`config.mk`:
```
export PLATFORM = sky130hd
export DESIGN_NAME = greedy_line_fit_measure
export DESIGN_NICKNAME = d
export VERILOG_FILES = /design/src/hw/rtl/glfm_pkg.sv /design/src/hw/rtl/greedy_line_fit_measure.sv /design/src/hw/rtl/glfm_ram.sv /design/src/hw/rtl/glfm_front.sv /design/src/hw/rtl/glfm_queue.sv /design/src/hw/rtl/glfm_back.sv
export SDC_FILE = /design/constraint.sdc
export NUM_CORES = 2
export LEC_CHECK = 0
export BUFFER_PORTS_ARGS = -buffer_cell sky130_fd_sc_hd__clkbuf_2
export CORE_MARGIN = 10
export CORE_UTILIZATION = 61
export CTS_CLUSTER_SIZE = 28
export DETAILED_ROUTE_END_ITERATION = 7
export PLACE_DENSITY_LB_ADDON = 0.08
export SYNTH_ARGS = -nofsm -noshare
export SYNTH_HDL_FRONTEND = slang
export SYNTH_HIERARCHICAL = 1
export SYNTH_SLANG_ARGS = --single-unit
```
`constraint.sdc`:
```
create_clock -name clk -period 16.75 [get_ports clk]
set_clock_uncertainty 0.2 [all_clocks]
set_input_delay 0.8375 -clock clk [delete_from_list [all_inputs] [get_ports clk]]
set_output_delay 0.8375 -clock clk [all_outputs]
set_load 0.1 [all_outputs]
```
`src/hw/rtl/glfm_pkg.sv`:
```
// glfm_pkg: shared types, codes and constants of the greedy line fit measure
// used by every module under hw/rtl but glfm_ram; depends on nothing

package glfm_pkg;

	// line width parameter, count saturates at the smaller of 2^bits-1 and 65535
	localparam int LINE_WIDTH_BITS = 16;
	localparam logic [15:0] CNT_LIMIT = (LINE_WIDTH_BITS >= 16) ? 16'hFFFF :
		16'((1 << LINE_WIDTH_BITS) - 1);

	localparam int RUN_W   = 18;
	localparam int GLYPH_N = 256;
	localparam int QDEPTH  = 4;
	localparam int QPTR_W  = $clog2(QDEPTH);
	localparam int QCNT_W  = $clog2(QDEPTH + 1);

	typedef enum logic [1:0] {
		CMD_LOAD = 2'd0,
		CMD_TEXT = 2'd1,
		CMD_EOL  = 2'd2
	} cmd_t;

	typedef enum logic [2:0] {
		REG_MAX_WIDTH   = 3'd0,
		REG_GAP_WIDTH   = 3'd1,
		REG_SPACE_WIDTH = 3'd2,
		REG_SPACE_MODE  = 3'd3,
		REG_MULTIBYTE   = 3'd4
	} reg_idx_t;

	localparam logic [7:0] CHAR_NUL   = 8'd0;
	localparam logic [7:0] CHAR_LF    = 8'd10;
	localparam logic [7:0] CHAR_SPACE = 8'd32;
	localparam logic [7:0] LEAD_MIN   = 8'd160;

	typedef enum logic {
		KIND_TEXT = 1'b0,
		KIND_EOL  = 1'b1
	} kind_t;

	typedef struct packed {
		kind_t       kind;
		logic [7:0]  byte_val;
		logic [7:0]  glyph;
	} item_t;

	typedef struct packed {
		logic [15:0] max_width;
		logic [7:0]  gap_width;
		logic [7:0]  space_width;
		logic        space_mode;
		logic        multibyte_mode;
	} cfg_t;

	typedef struct packed {
		logic [QCNT_W-1:0] count;
	} q_stat_t;

endpackage

```
`src/hw/rtl/greedy_line_fit_measure.sv`:
```
// greedy_line_fit_measure: top level of the greedy word wrap line measure
// depends on glfm_pkg, glfm_front, glfm_queue, glfm_back (glfm_ram below front)
//
// channel   direction  handshake                payload
// input     in         push / full              command, byte_value, width_value
// result    out        empty / pop              chars_fitted, line_width,
//                                               broke_at_space, overflowed
// config    in         cfg_valid / cfg_ready    cfg_index, cfg_data
//
// one item per cycle while full is low; a text item's result passes the registered glyph
// table read, the queue and the width add and compare on its way to the output register
// reset clears all line state and sets the configuration to its reset values; the glyph table is not cleared
// the four entry queue between lookup and measuring lets input keep flowing while
// a result waits in the output register; full rises only when that queue runs out

module greedy_line_fit_measure (
	input  logic        clk,
	input  logic        arst_n,
	// input items
	input  logic        push,
	output logic        full,
	input  logic [1:0]  command,
	input  logic [7:0]  byte_value,
	input  logic [7:0]  width_value,
	// results
	output logic        empty,
	input  logic        pop,
	output logic [15:0] chars_fitted,
	output logic [15:0] line_width,
	output logic        broke_at_space,
	output logic        overflowed,
	// configuration writes
	input  logic        cfg_valid,
	output logic        cfg_ready,
	input  logic [2:0]  cfg_index,
	input  logic [15:0] cfg_data
);

	glfm_pkg::cfg_t    cfg_q;
	glfm_pkg::q_stat_t q_stat;
	glfm_pkg::item_t   front_item;
	logic              front_valid;
	glfm_pkg::item_t   head_item;
	logic              head_valid;
	logic              head_take;

	// configuration is always taken; writes to unused indexes are dropped
	assign cfg_ready = 1'b1;

	always_ff @(posedge clk or negedge arst_n) begin
		if (!arst_n) begin
			cfg_q.max_width      <= 16'hFFFF;
			cfg_q.gap_width      <= 8'd1;
			cfg_q.space_width    <= 8'd4;
			cfg_q.space_mode     <= 1'b0;
			cfg_q.multibyte_mode <= 1'b0;
		end else if (cfg_valid && cfg_ready) begin
			case (cfg_index)
				glfm_pkg::REG_MAX_WIDTH:   cfg_q.max_width      <= cfg_data;
				glfm_pkg::REG_GAP_WIDTH:   cfg_q.gap_width      <= cfg_data[7:0];
				glfm_pkg::REG_SPACE_WIDTH: cfg_q.space_width    <= cfg_data[7:0];
				glfm_pkg::REG_SPACE_MODE:  cfg_q.space_mode     <= cfg_data[0];
				glfm_pkg::REG_MULTIBYTE:   cfg_q.multibyte_mode <= cfg_data[0];
				default: ;
			endcase
		end
	end

	// front: transfer, glyph table load and width lookup; loads end here
	glfm_front u_front (
		.clk        (clk),
		.arst_n     (arst_n),
		.push       (push),
		.full       (full),
		.command    (command),
		.byte_value (byte_value),
		.width_value(width_value),
		.q_stat     (q_stat),
		.item_valid (front_valid),
		.item       (front_item)
	);

	// decoupling queue; the front only sends when it has reserved a slot
	glfm_queue u_queue (
		.clk     (clk),
		.arst_n  (arst_n),
		.wr_en   (front_valid),
		.wr_item (front_item),
		.rd_en   (head_take),
		.rd_valid(head_valid),
		.rd_item (head_item),
		.stat    (q_stat)
	);

	// back: line state, break detection, result register
	glfm_back u_back (
		.clk           (clk),
		.arst_n        (arst_n),
		.cfg           (cfg_q),
		.item_valid    (head_valid),
		.item          (head_item),
		.item_take     (head_take),
		.pop           (pop),
		.empty         (empty),
		.chars_fitted  (chars_fitted),
		.line_width    (line_width),
		.broke_at_space(broke_at_space),
		.overflowed    (overflowed)
	);

endmodule

```
`src/hw/rtl/glfm_ram.sv`:
```
// glfm_ram: generic single write port, single read port ram with registered read
// no dependencies

module glfm_ram #(
	parameter int WIDTH = 8,
	parameter int DEPTH = 256
) (
	input  logic                     clk,
	input  logic                     we,
	input  logic [$clog2(DEPTH)-1:0] waddr,
	input  logic [WIDTH-1:0]         wdata,
	input  logic                     re,
	input  logic [$clog2(DEPTH)-1:0] raddr,
	output logic [WIDTH-1:0]         rdata
);

	logic [WIDTH-1:0] mem_q [DEPTH];
	logic [WIDTH-1:0] rdata_q;

	always_ff @(posedge clk) begin
		if (we) begin
			mem_q[waddr] <= wdata;
		end
		if (re) begin
			rdata_q <= mem_q[raddr];
		end
	end

	assign rdata = rdata_q;

endmodule

```
`src/hw/rtl/glfm_front.sv`:
```
// glfm_front: accepts input items, loads the glyph width table, looks up widths
// depends on glfm_pkg and glfm_ram

module glfm_front (
	input  logic              clk,
	input  logic              arst_n,
	input  logic              push,
	output logic              full,
	input  logic [1:0]        command,
	input  logic [7:0]        byte_value,
	input  logic [7:0]        width_value,
	input  glfm_pkg::q_stat_t q_stat,
	output logic              item_valid,
	output glfm_pkg::item_t   item
);

	logic            accept;
	logic            is_load;
	logic            is_text;
	logic            is_eol;
	logic            valid_s1;
	glfm_pkg::kind_t kind_s1;
	logic [7:0]      byte_s1;
	logic [7:0]      glyph_rd;

	// room is reserved for the item still in the lookup stage
	assign full = ({1'b0, q_stat.count} + {{glfm_pkg::QCNT_W{1'b0}}, valid_s1})
		>= (glfm_pkg::QCNT_W + 1)'(glfm_pkg::QDEPTH);
	assign accept = push && !full;

	always_comb begin
		is_load = 1'b0;
		is_text = 1'b0;
		is_eol  = 1'b0;
		case (command)
			glfm_pkg::CMD_LOAD: is_load = 1'b1;
			glfm_pkg::CMD_TEXT: is_text = 1'b1;
			glfm_pkg::CMD_EOL:  is_eol  = 1'b1;
			default: ;
		endcase
	end

	glfm_ram #(
		.WIDTH(8),
		.DEPTH(glfm_pkg::GLYPH_N)
	) u_glyph_ram (
		.clk  (clk),
		.we   (accept && is_load),
		.waddr(byte_value),
		.wdata(width_value),
		.re   (accept && is_text),
		.raddr(byte_value),
		.rdata(glyph_rd)
	);

	always_ff @(posedge clk or negedge arst_n) begin
		if (!arst_n) begin
			valid_s1 <= 1'b0;
		end else begin
			valid_s1 <= accept && (is_text || is_eol);
		end
	end

	always_ff @(posedge clk) begin
		if (accept) begin
			kind_s1 <= is_eol ? glfm_pkg::KIND_EOL : glfm_pkg::KIND_TEXT;
			byte_s1 <= byte_value;
		end
	end

	assign item_valid    = valid_s1;
	assign item.kind     = kind_s1;
	assign item.byte_val = byte_s1;
	assign item.glyph    = glyph_rd;

endmodule

```
`src/hw/rtl/glfm_queue.sv`:
```
// glfm_queue: short queue of classified items between front and back
// depends on glfm_pkg

module glfm_queue (
	input  logic              clk,
	input  logic              arst_n,
	input  logic              wr_en,
	input  glfm_pkg::item_t   wr_item,
	input  logic              rd_en,
	output logic              rd_valid,
	output glfm_pkg::item_t   rd_item,
	output glfm_pkg::q_stat_t stat
);

	glfm_pkg::item_t               entry_q [glfm_pkg::QDEPTH];
	logic [glfm_pkg::QPTR_W-1:0]  wr_ptr_q;
	logic [glfm_pkg::QPTR_W-1:0]  rd_ptr_q;
	logic [glfm_pkg::QCNT_W-1:0]  count_q;

	always_ff @(posedge clk) begin
		if (wr_en) begin
			entry_q[wr_ptr_q] <= wr_item;
		end
	end

	always_ff @(posedge clk or negedge arst_n) begin
		if (!arst_n) begin
			wr_ptr_q <= '0;
			rd_ptr_q <= '0;
			count_q  <= '0;
		end else begin
			if (wr_en) begin
				wr_ptr_q <= wr_ptr_q + 1'b1;
			end
			if (rd_en) begin
				rd_ptr_q <= rd_ptr_q + 1'b1;
			end
			case ({wr_en, rd_en})
				2'b10:   count_q <= count_q + 1'b1;
				2'b01:   count_q <= count_q - 1'b1;
				default: count_q <= count_q;
			endcase
		end
	end

	assign rd_valid   = (count_q != '0);
	assign rd_item    = entry_q[rd_ptr_q];
	assign stat.count = count_q;

	a_count_bound: assert property (@(posedge clk) disable iff (!arst_n)
		count_q <= glfm_pkg::QCNT_W'(glfm_pkg::QDEPTH))
		else $error("queue count beyond depth");

	a_no_overrun: assert property (@(posedge clk) disable iff (!arst_n)
		!(wr_en && !rd_en && count_q == glfm_pkg::QCNT_W'(glfm_pkg::QDEPTH)))
		else $error("queue written while full");

	a_no_underrun: assert property (@(posedge clk) disable iff (!arst_n)
		!(rd_en && count_q == '0))
		else $error("queue read while empty");

endmodule

```
`src/hw/rtl/glfm_back.sv`:
```
// glfm_back: line measuring state, break detection and the result register
// depends on glfm_pkg

module glfm_back (
	input  logic              clk,
	input  logic              arst_n,
	input  glfm_pkg::cfg_t    cfg,
	input  logic              item_valid,
	input  glfm_pkg::item_t   item,
	output logic              item_take,
	input  logic              pop,
	output logic              empty,
	output logic [15:0]       chars_fitted,
	output logic [15:0]       line_width,
	output logic              broke_at_space,
	output logic              overflowed
);

	localparam int RW = glfm_pkg::RUN_W;

	logic [RW-1:0] run_q;
	logic [15:0]   cnt_q;
	logic [15:0]   space_cnt_q;
	logic          space_seen_q;
	logic [RW-1:0] width_at_space_q;
	logic [RW-1:0] good_width_q;
	logic          reported_q;
	logic          skip_q;

	logic          out_valid_q;
	logic [15:0]   out_cnt_q;
	logic [15:0]   out_width_q;
	logic          out_space_q;
	logic          out_ovf_q;

	logic          out_free;
	logic          is_term;
	logic          is_space;
	logic [RW-1:0] w_gap;
	logic [7:0]    char_w;
	logic [RW-1:0] w_new;
	logic          fits;
	logic          do_end;
	logic          do_char;
	logic          has_res;
	logic [15:0]   res_cnt;
	logic [15:0]   res_width;
	logic          res_space;
	logic          res_ovf;

	assign out_free  = !out_valid_q || pop;
	assign item_take = item_valid && out_free;

	assign is_term  = (item.byte_val == glfm_pkg::CHAR_NUL) ||
		(item.byte_val == glfm_pkg::CHAR_LF);
	assign is_space = (item.byte_val == glfm_pkg::CHAR_SPACE);

	// gap before every character but the first, then the character itself
	assign w_gap  = run_q + ((cnt_q != 16'd0) ? {{(RW - 8){1'b0}}, cfg.gap_width} : '0);
	assign char_w = (is_space && cfg.space_mode) ? cfg.space_width : item.glyph;
	assign w_new  = w_gap + {{(RW - 8){1'b0}}, char_w};
	assign fits   = (w_new <= {{(RW - 16){1'b0}}, cfg.max_width});

	always_comb begin
		do_end    = 1'b0;
		do_char   = 1'b0;
		has_res   = 1'b0;
		res_cnt   = cnt_q;
		res_width = run_q[15:0];
		res_space = 1'b0;
		res_ovf   = 1'b0;
		if (item.kind == glfm_pkg::KIND_EOL) begin
			do_end = 1'b1;
		end else if (!skip_q) begin
			if (is_term) begin
				do_end = 1'b1;
			end else if (!reported_q) begin
				do_char = 1'b1;
			end
		end
		if (do_end) begin
			has_res = !reported_q;
		end else if (do_char && !fits) begin
			has_res = 1'b1;
			res_ovf = 1'b1;
			// space state includes the space just seen
			if (is_space) begin
				res_space = 1'b1;
				res_cnt   = cnt_q;
				res_width = w_gap[15:0];
			end else if (space_seen_q) begin
				res_space = 1'b1;
				res_cnt   = space_cnt_q;
				res_width = width_at_space_q[15:0];
			end else begin
				res_width = good_width_q[15:0];
			end
		end
	end

	always_ff @(posedge clk or negedge arst_n) begin
		if (!arst_n) begin
			run_q            <= '0;
			cnt_q            <= '0;
			space_cnt_q      <= '0;
			space_seen_q     <= 1'b0;
			width_at_space_q <= '0;
			good_width_q     <= '0;
			reported_q       <= 1'b0;
			skip_q           <= 1'b0;
		end else if (item_take) begin
			if (do_end) begin
				run_q            <= '0;
				cnt_q            <= '0;
				space_cnt_q      <= '0;
				space_seen_q     <= 1'b0;
				width_at_space_q <= '0;
				good_width_q     <= '0;
				reported_q       <= 1'b0;
				skip_q           <= 1'b0;
			end else if (skip_q) begin
				skip_q <= 1'b0;
			end else if (do_char) begin
				run_q <= w_new;
				if (is_space) begin
					space_seen_q     <= 1'b1;
					space_cnt_q      <= cnt_q;
					width_at_space_q <= w_gap;
				end
				if (fits) begin
					if (cnt_q < glfm_pkg::CNT_LIMIT) begin
						cnt_q <= cnt_q + 16'd1;
					end
					good_width_q <= w_new;
					if (cfg.multibyte_mode && item.byte_val > glfm_pkg::LEAD_MIN) begin
						skip_q <= 1'b1;
					end
				end else begin
					reported_q <= 1'b1;
				end
			end
		end
	end

	always_ff @(posedge clk or negedge arst_n) begin
		if (!arst_n) begin
			out_valid_q <= 1'b0;
		end else if (item_take && has_res) begin
			out_valid_q <= 1'b1;
		end else if (pop) begin
			out_valid_q <= 1'b0;
		end
	end

	always_ff @(posedge clk) begin
		if (item_take && has_res) begin
			out_cnt_q   <= res_cnt;
			out_width_q <= res_width;
			out_space_q <= res_space;
			out_ovf_q   <= res_ovf;
		end
	end

	assign empty          = !out_valid_q;
	assign chars_fitted   = out_cnt_q;
	assign line_width     = out_width_q;
	assign broke_at_space = out_space_q;
	assign overflowed     = out_ovf_q;

	a_space_implies_ovf: assert property (@(posedge clk) disable iff (!arst_n)
		out_valid_q && out_space_q |-> out_ovf_q)
		else $error("space break reported without overflow");

	a_count_saturates: assert property (@(posedge clk) disable iff (!arst_n)
		cnt_q <= glfm_pkg::CNT_LIMIT)
		else $error("character count beyond limit");

	a_held_result: assert property (@(posedge clk) disable iff (!arst_n)
		out_valid_q && !pop |=> out_valid_q && $stable(out_cnt_q) && $stable(out_width_q))
		else $error("waiting result changed");

endmodule

```
Yosys cells after proc, flatten, opt, wreduce, memory -nomap -nowiden --
Memory sizes are Yosys's and may differ from the RTL's. A register that Yosys moved wholly into a read port is not among the register bits. Cells that the tools add are included.
Storage, ports and cells: register bits after elaboration 171, bits in latches 0, memory bits (writable) 2116, ROM bits 0, input bits 42, output and inout bits 37, logic and storage cells 154, memories kept 2
Operators by class: add/subtract/negate cells 8, multiply operators 0, div/mod/pow operators 0, $lt $le $gt $ge 4, equal/unequal tests 12, shift-type cells 0, muxes and demuxes 65, bitwise gates (word level) 1, reduce and logical (&&, ||, !) cells 38
Memory list:
- u_front.u_glyph_ram.mem_q | depth 256, width 8, read ports 1, clocked after Yosys merged registers in 1, write ports 1, line glfm_ram.sv:17 | logic [WIDTH-1:0] mem_q [DEPTH];
- u_queue.entry_q | depth 4, width 17, read ports 1, clocked after Yosys merged registers in 0, write ports 1, line glfm_queue.sv:15 | glfm_pkg::item_t entry_q [glfm_pkg::QDEPTH];
Operators with widths (count):
- 16-bit two-way mux | 25
- 18-bit two-way mux | 3
- 18-bit by 8-bit adder with 18-bit output | 2
- 1-bit two-way mux | 34
- 18-bit by 16-bit less-or-equal comparator with 1-bit output | 1
- 16-bit by 1-bit adder with 16-bit output, second input constant | 1
- 16-bit < comparator, second input constant | 1
- 8-bit two-way mux | 2
- 16-bit nonzero test | 1
- 4-bit AND reduction | 3
- 2-bit nonzero test | 6
- 2-bit AND reduction | 5
- 1-bit logical AND | 9
- 8-bit by 4-bit == test with 1-bit output, second input constant | 1
- 8-bit by 6-bit == test with 1-bit output, second input constant | 1
- 8-bit > comparator, second input constant | 1
- 8-bit logical NOT | 1
- 3-bit by 2-bit == test with 1-bit output, second input constant | 2
- 3-bit one-hot mux with 2 select lines | 1
- 5-bit AND reduction | 1
- 2-bit by 1-bit adder with 2-bit output, second input constant | 2
- 3-bit by 1-bit adder with 4-bit output | 1
- 2-bit by 1-bit == test with 1-bit output, second input constant | 2
- 2-bit == test, second input constant | 2
- 14 further kinds | 20

Logic depth before layout (Yosys ltp) --
An unclocked memory read counts as a cell.
depth in word-level cells 12, mapped depth 33, gate-level depth less buffers 31

Cells and area by module --
The synthesis kept the hierarchy.
Modules (own cells, without submodules):
- glfm_ram | instances 1, cells an instance 3733, area each 79636.4 um^2, sequential area each 61739.2 um^2
- glfm_back | instances 1, cells an instance 718, area each 7121.8 um^2, sequential area each 3173.0 um^2
- glfm_queue | instances 1, cells an instance 121, area each 2880.3 um^2, sequential area each 2217.1 um^2
- greedy_line_fit_measure | instances 1, cells an instance 78, area each 1356.3 um^2, sequential area each 873.3 um^2
- glfm_front | instances 1, cells an instance 23, area each 404.1 um^2, sequential area each 295.3 um^2

Least setup slack after synthesis --
No wires, ideal clock.
path type register to register, start register u_queue/rd_ptr_q[0] (netlist name), end register u_back.out_valid_q, library setup time 107 ps, arrival 11610 ps, required time 16443 ps, slack 4833 ps, cell stages (with the launch flop) 29, buffers on the path 3, cell sequence dfrtp_1 -> buf_6 -> buf_12 -> mux4_2 -> nor3_1 -> nor3b_1 -> and3_1 -> clkbuf_1 -> nand2_1 -> mux2_2 -> ha_1 -> inv_1 -> fa_1 -> nor2b_1 -> o21ai_0 -> a2111oi_0 -> nor2_1 -> nor4b_2 -> nor3b_1 -> xnor2_1 -> ha_1 -> nand4_1 -> a311oi_1 -> o31ai_1 -> nand2_1 -> mux2_2 -> nor2_1 -> a2111oi_0 -> o21bai_1
RTL lines:
- start: declaration | line glfm_queue.sv:17 | logic [glfm_pkg::QPTR_W-1:0] rd_ptr_q;
- start signal: assignment | line glfm_queue.sv:36 | rd_ptr_q <= rd_ptr_q + 1'b1;
- end signal: assignment | line glfm_back.sv:147 | out_valid_q <= 1'b0;
- end signal: assignment | line glfm_back.sv:149 | out_valid_q <= 1'b1;
- end signal: assignment | line glfm_back.sv:151 | out_valid_q <= 1'b0;
- end: declaration | line glfm_back.sv:30 | logic out_valid_q;

==> run_results.csv <==
group,metric,value,unit
power,vdd_ir_drop_max,0.103,mV
critical_path,cp.arrival,9.99,ns
sta,finalSetupTns,0,ns
yosys,ys_ff_latch,2295,
floorplanning,row_count,141,
critical_path,setup.worst_path.start,"u_queue/rd_ptr_q[0]",
yosys,syn_area,0.0914,mm2
sta,finalCritPeriodShare,57.5,%
cells_and_area,syn2layout_area_growth,10.2,%
critical_path,path_delay_family,"simple AND/OR/NAND/NOR gates",
sta,worst_pin_slew,1.37,ns
critical_path,cp_num_cells,28,
sta,setup_viol,0,
grt,grt_overflow_total,0,
critical_path,r2r_cells,28,
drt,ant_nets,0,
cts,clk_latency,0.82,ns
sta,period_needed,9.63,ns
drt,wl,216,mm
yosys,yosys.area.top_type,"edfxtp_1",
yosys,syn-num-nets,4760,
grt,grt_pass1_wl,318,mm
place,place_congestion,0.883,
yosys,synth_top_flop_cell,"edfxtp_1",
cells_and_area,final_nets,4873,
critical_path,required,17.10,ns
power,power_leakage,32.3,nW
critical_path,timing.critical_path.to,"u_back/chars_fitted[3]",
critical_path,start_kind,"register",
drt,vias_per_cell,6.68,
yosys,async_flop_share,5.58,%
worst_hold_path,hp-class,"input port to register",
critical_path,regToRegSetupSlack,7.12,ns
grt,grt_pass1_vias,45800,
floorplanning,die_y,407,um
cells_and_area,drive_gt1_share,21.1,%
cts,clk_path_buf_depth,3,
power,p_total,13.2,mW
yosys,synth_edf_count,2167,
yosys,post-synth-top-count-cell,"edfxtp_1",
drt,via_count,46600,
floorplanning,die-area,0.166,mm2
sta,rsz0062_at_grt,"no",
place,port_buffers,77,
drt,initialDrtViolationCount,5825,
place,dp_slack,7.06,ns
critical_path,path_class,"register to register",
drt,post_drt_wl_per_cell,31.0,um
floorplanning,fp.dieW,407,um
critical_path,path_buf_inv,3,
floorplanning,ios,79,
cts,clk_root_buffer_cell,"clkbuf_16",
sta,hold_violations,0,
yosys,synth_warnings,6,
power,powerDensity,131,mW/mm2
worst_hold_path,worstHoldStart,"cfg_data[13]",
sta,slew_violations,0,
yosys,yosysTopAreaCellShare,71.2,%
cts,clk_pin_slew_worst_paths,0.06,ns
floorplanning,initial_utilization,61.6,%
drt,drc,0,
cts,postCtsSetupBuffers,0,
yosys,syn_inst,4673,
sta,maxSlewHeadroom,8.73,%
cts,clock_sinks,2295,
cts,cts_tree,"built",
floorplanning,core_area,0.148,mm2
cts,cts_buffers,220,
yosys,synthTopCellsByCount,"edfxtp_1, mux4_2, nor2_1",
outcome,status,"complete, no violations",
yosys,seq_area_frac_synth,74.7,%
grt,grt_max_degree,154,
critical_path,cp_slowest_stage_delay,1.04,ns
yosys,synth.distinct_cells,88,
sta,finalWorstSetupSlack,7.12,ns
critical_path,end_kind,"register",
yosys,syn_avg_cell_area,19.6,um2
run,cap_viol_max_count,0,
critical_path,reg2reg_from,"u_queue/rd_ptr_q[0]",
critical_path,reg2reg_to,"u_back/chars_fitted[3]",
grt,grt.total_usage,26.2,%
sta,fmax,0.104,GHz
drt,firstDrtPassIters,6,
cts,h-tree-depth,4,
grt,grt_antenna_before_repair,6,
critical_path,worstPathMaxFanout,35,
cells_and_area,fill_cells,9440,
yosys,ys_top_cells_by_area,"edfxtp_1, mux4_2, dfrtp_1",
place,detailed_place_hpwl,130,mm
critical_path,cp_slowest_cell,"dfrtp_1",
==> cells by family after synthesis <==
kind of cell               share of synthesized area (%)
DFF                                                 74.7
and+or+nand+nor                                     3.71
muxes                                               14.1
AOI/OAI and AO/OA                                   4.41
buffers and inverters                               2.02
adders and majority gates                          0.641
xor gates and xnor gates                           0.392
other                                            0.00410
==> flip-flops by register name (all words and copies together), names as in the netlist, 2 cells and up <==
signal	flops
cfg_q	34
u_back/chars_fitted	16
u_back/cnt_q	16
u_back/good_width_q	16
u_back/line_width	16
u_back/run_q	18
u_back/space_cnt_q	16
u_back/width_at_space_q	16
u_front/byte_s1	8
u_front/u_glyph_ram/mem_q	2048
u_front/u_glyph_ram/rdata	8
u_queue/entry_q	68
u_queue/rd_ptr_q	2
u_queue/stat	3
u_queue/wr_ptr_q	2
==> through the flow <==
step	hold WS, ns	util (%)	cell area, um2	std cells
CTS	0.000192	67.9	101000	6977
finish	0.0574	67.9	101000	6981
floorplan	0.243	-	91400	4673
global route	0.0188	67.9	101000	6977
detailed placement	0.271	63.0	93500	6564
global placement	0.260	63.0	93500	6564
==> placed cells by master (no fill, tap or decap), types with 61 or more instances in the layout <==
master        n
nor2_1      321
dfrtp_1     110
nand2_1     105
mux2i_1     147
buf_4        87
a21oi_1     140
o21ai_0      61
edfxtp_1   2167
mux4_2      462
a22oi_1     133
clkbuf_2     64
clkbuf_16   224
==> worst min-delay path by stage <==
stage                             end  slack, ns  cells after the start
2_1_floorplan  u_back/space_cnt_q[14]       0.24                      2
5_1_grt                     cfg_q[32]       0.02                      2
4_1_cts                     cfg_q[31]     0.0002                      2
3_5_place_dp   u_back/space_cnt_q[14]       0.27                      2
6_report                    cfg_q[31]       0.06                      2
3_3_place_gp   u_back/space_cnt_q[14]       0.26                      2
==> where the power goes <==
group	leakage (nW)	switching [mW]	internal (mW)
Sequential	21.2	0.0921	6.43
Clock	3.48	2.05	2.86
Combinational	7.62	1.24	0.546
Total	32.3	3.39	9.83
==> what timing repair did <==
action | CTS | global route
setup endpoints to repair | 0 | 0
hold buffers | 2 | 0
endpoints found under the hold margin | 67 | 0
gates resized for setup | 0 | 0
==> area by class of cell <==
type	instances	area (um2)	share of cell area (%)
antenna	4	10.0	0.00994
inverter	47	176	0.175
clock inverter	130	1320	1.31
multi-input combinational	2055	21300	21.2
sequential	2295	68300	67.8
tap	2002	2500	2.49
timing repair buffer	167	1210	1.20
clock buffer	281	5850	5.81
==> layer usage <==
metal  wire length (um)  global-route usage, %  vias to the layer above
li1                   -                      -                    19400
met1              88500                   38.9                    24600
met2             102000                   40.3                     2264
met3              19600                   5.27                      350
met4               5800                   7.10                        6
met5                 35                      0                        -
No activity file was read; power rests on OpenSTA's default activity.
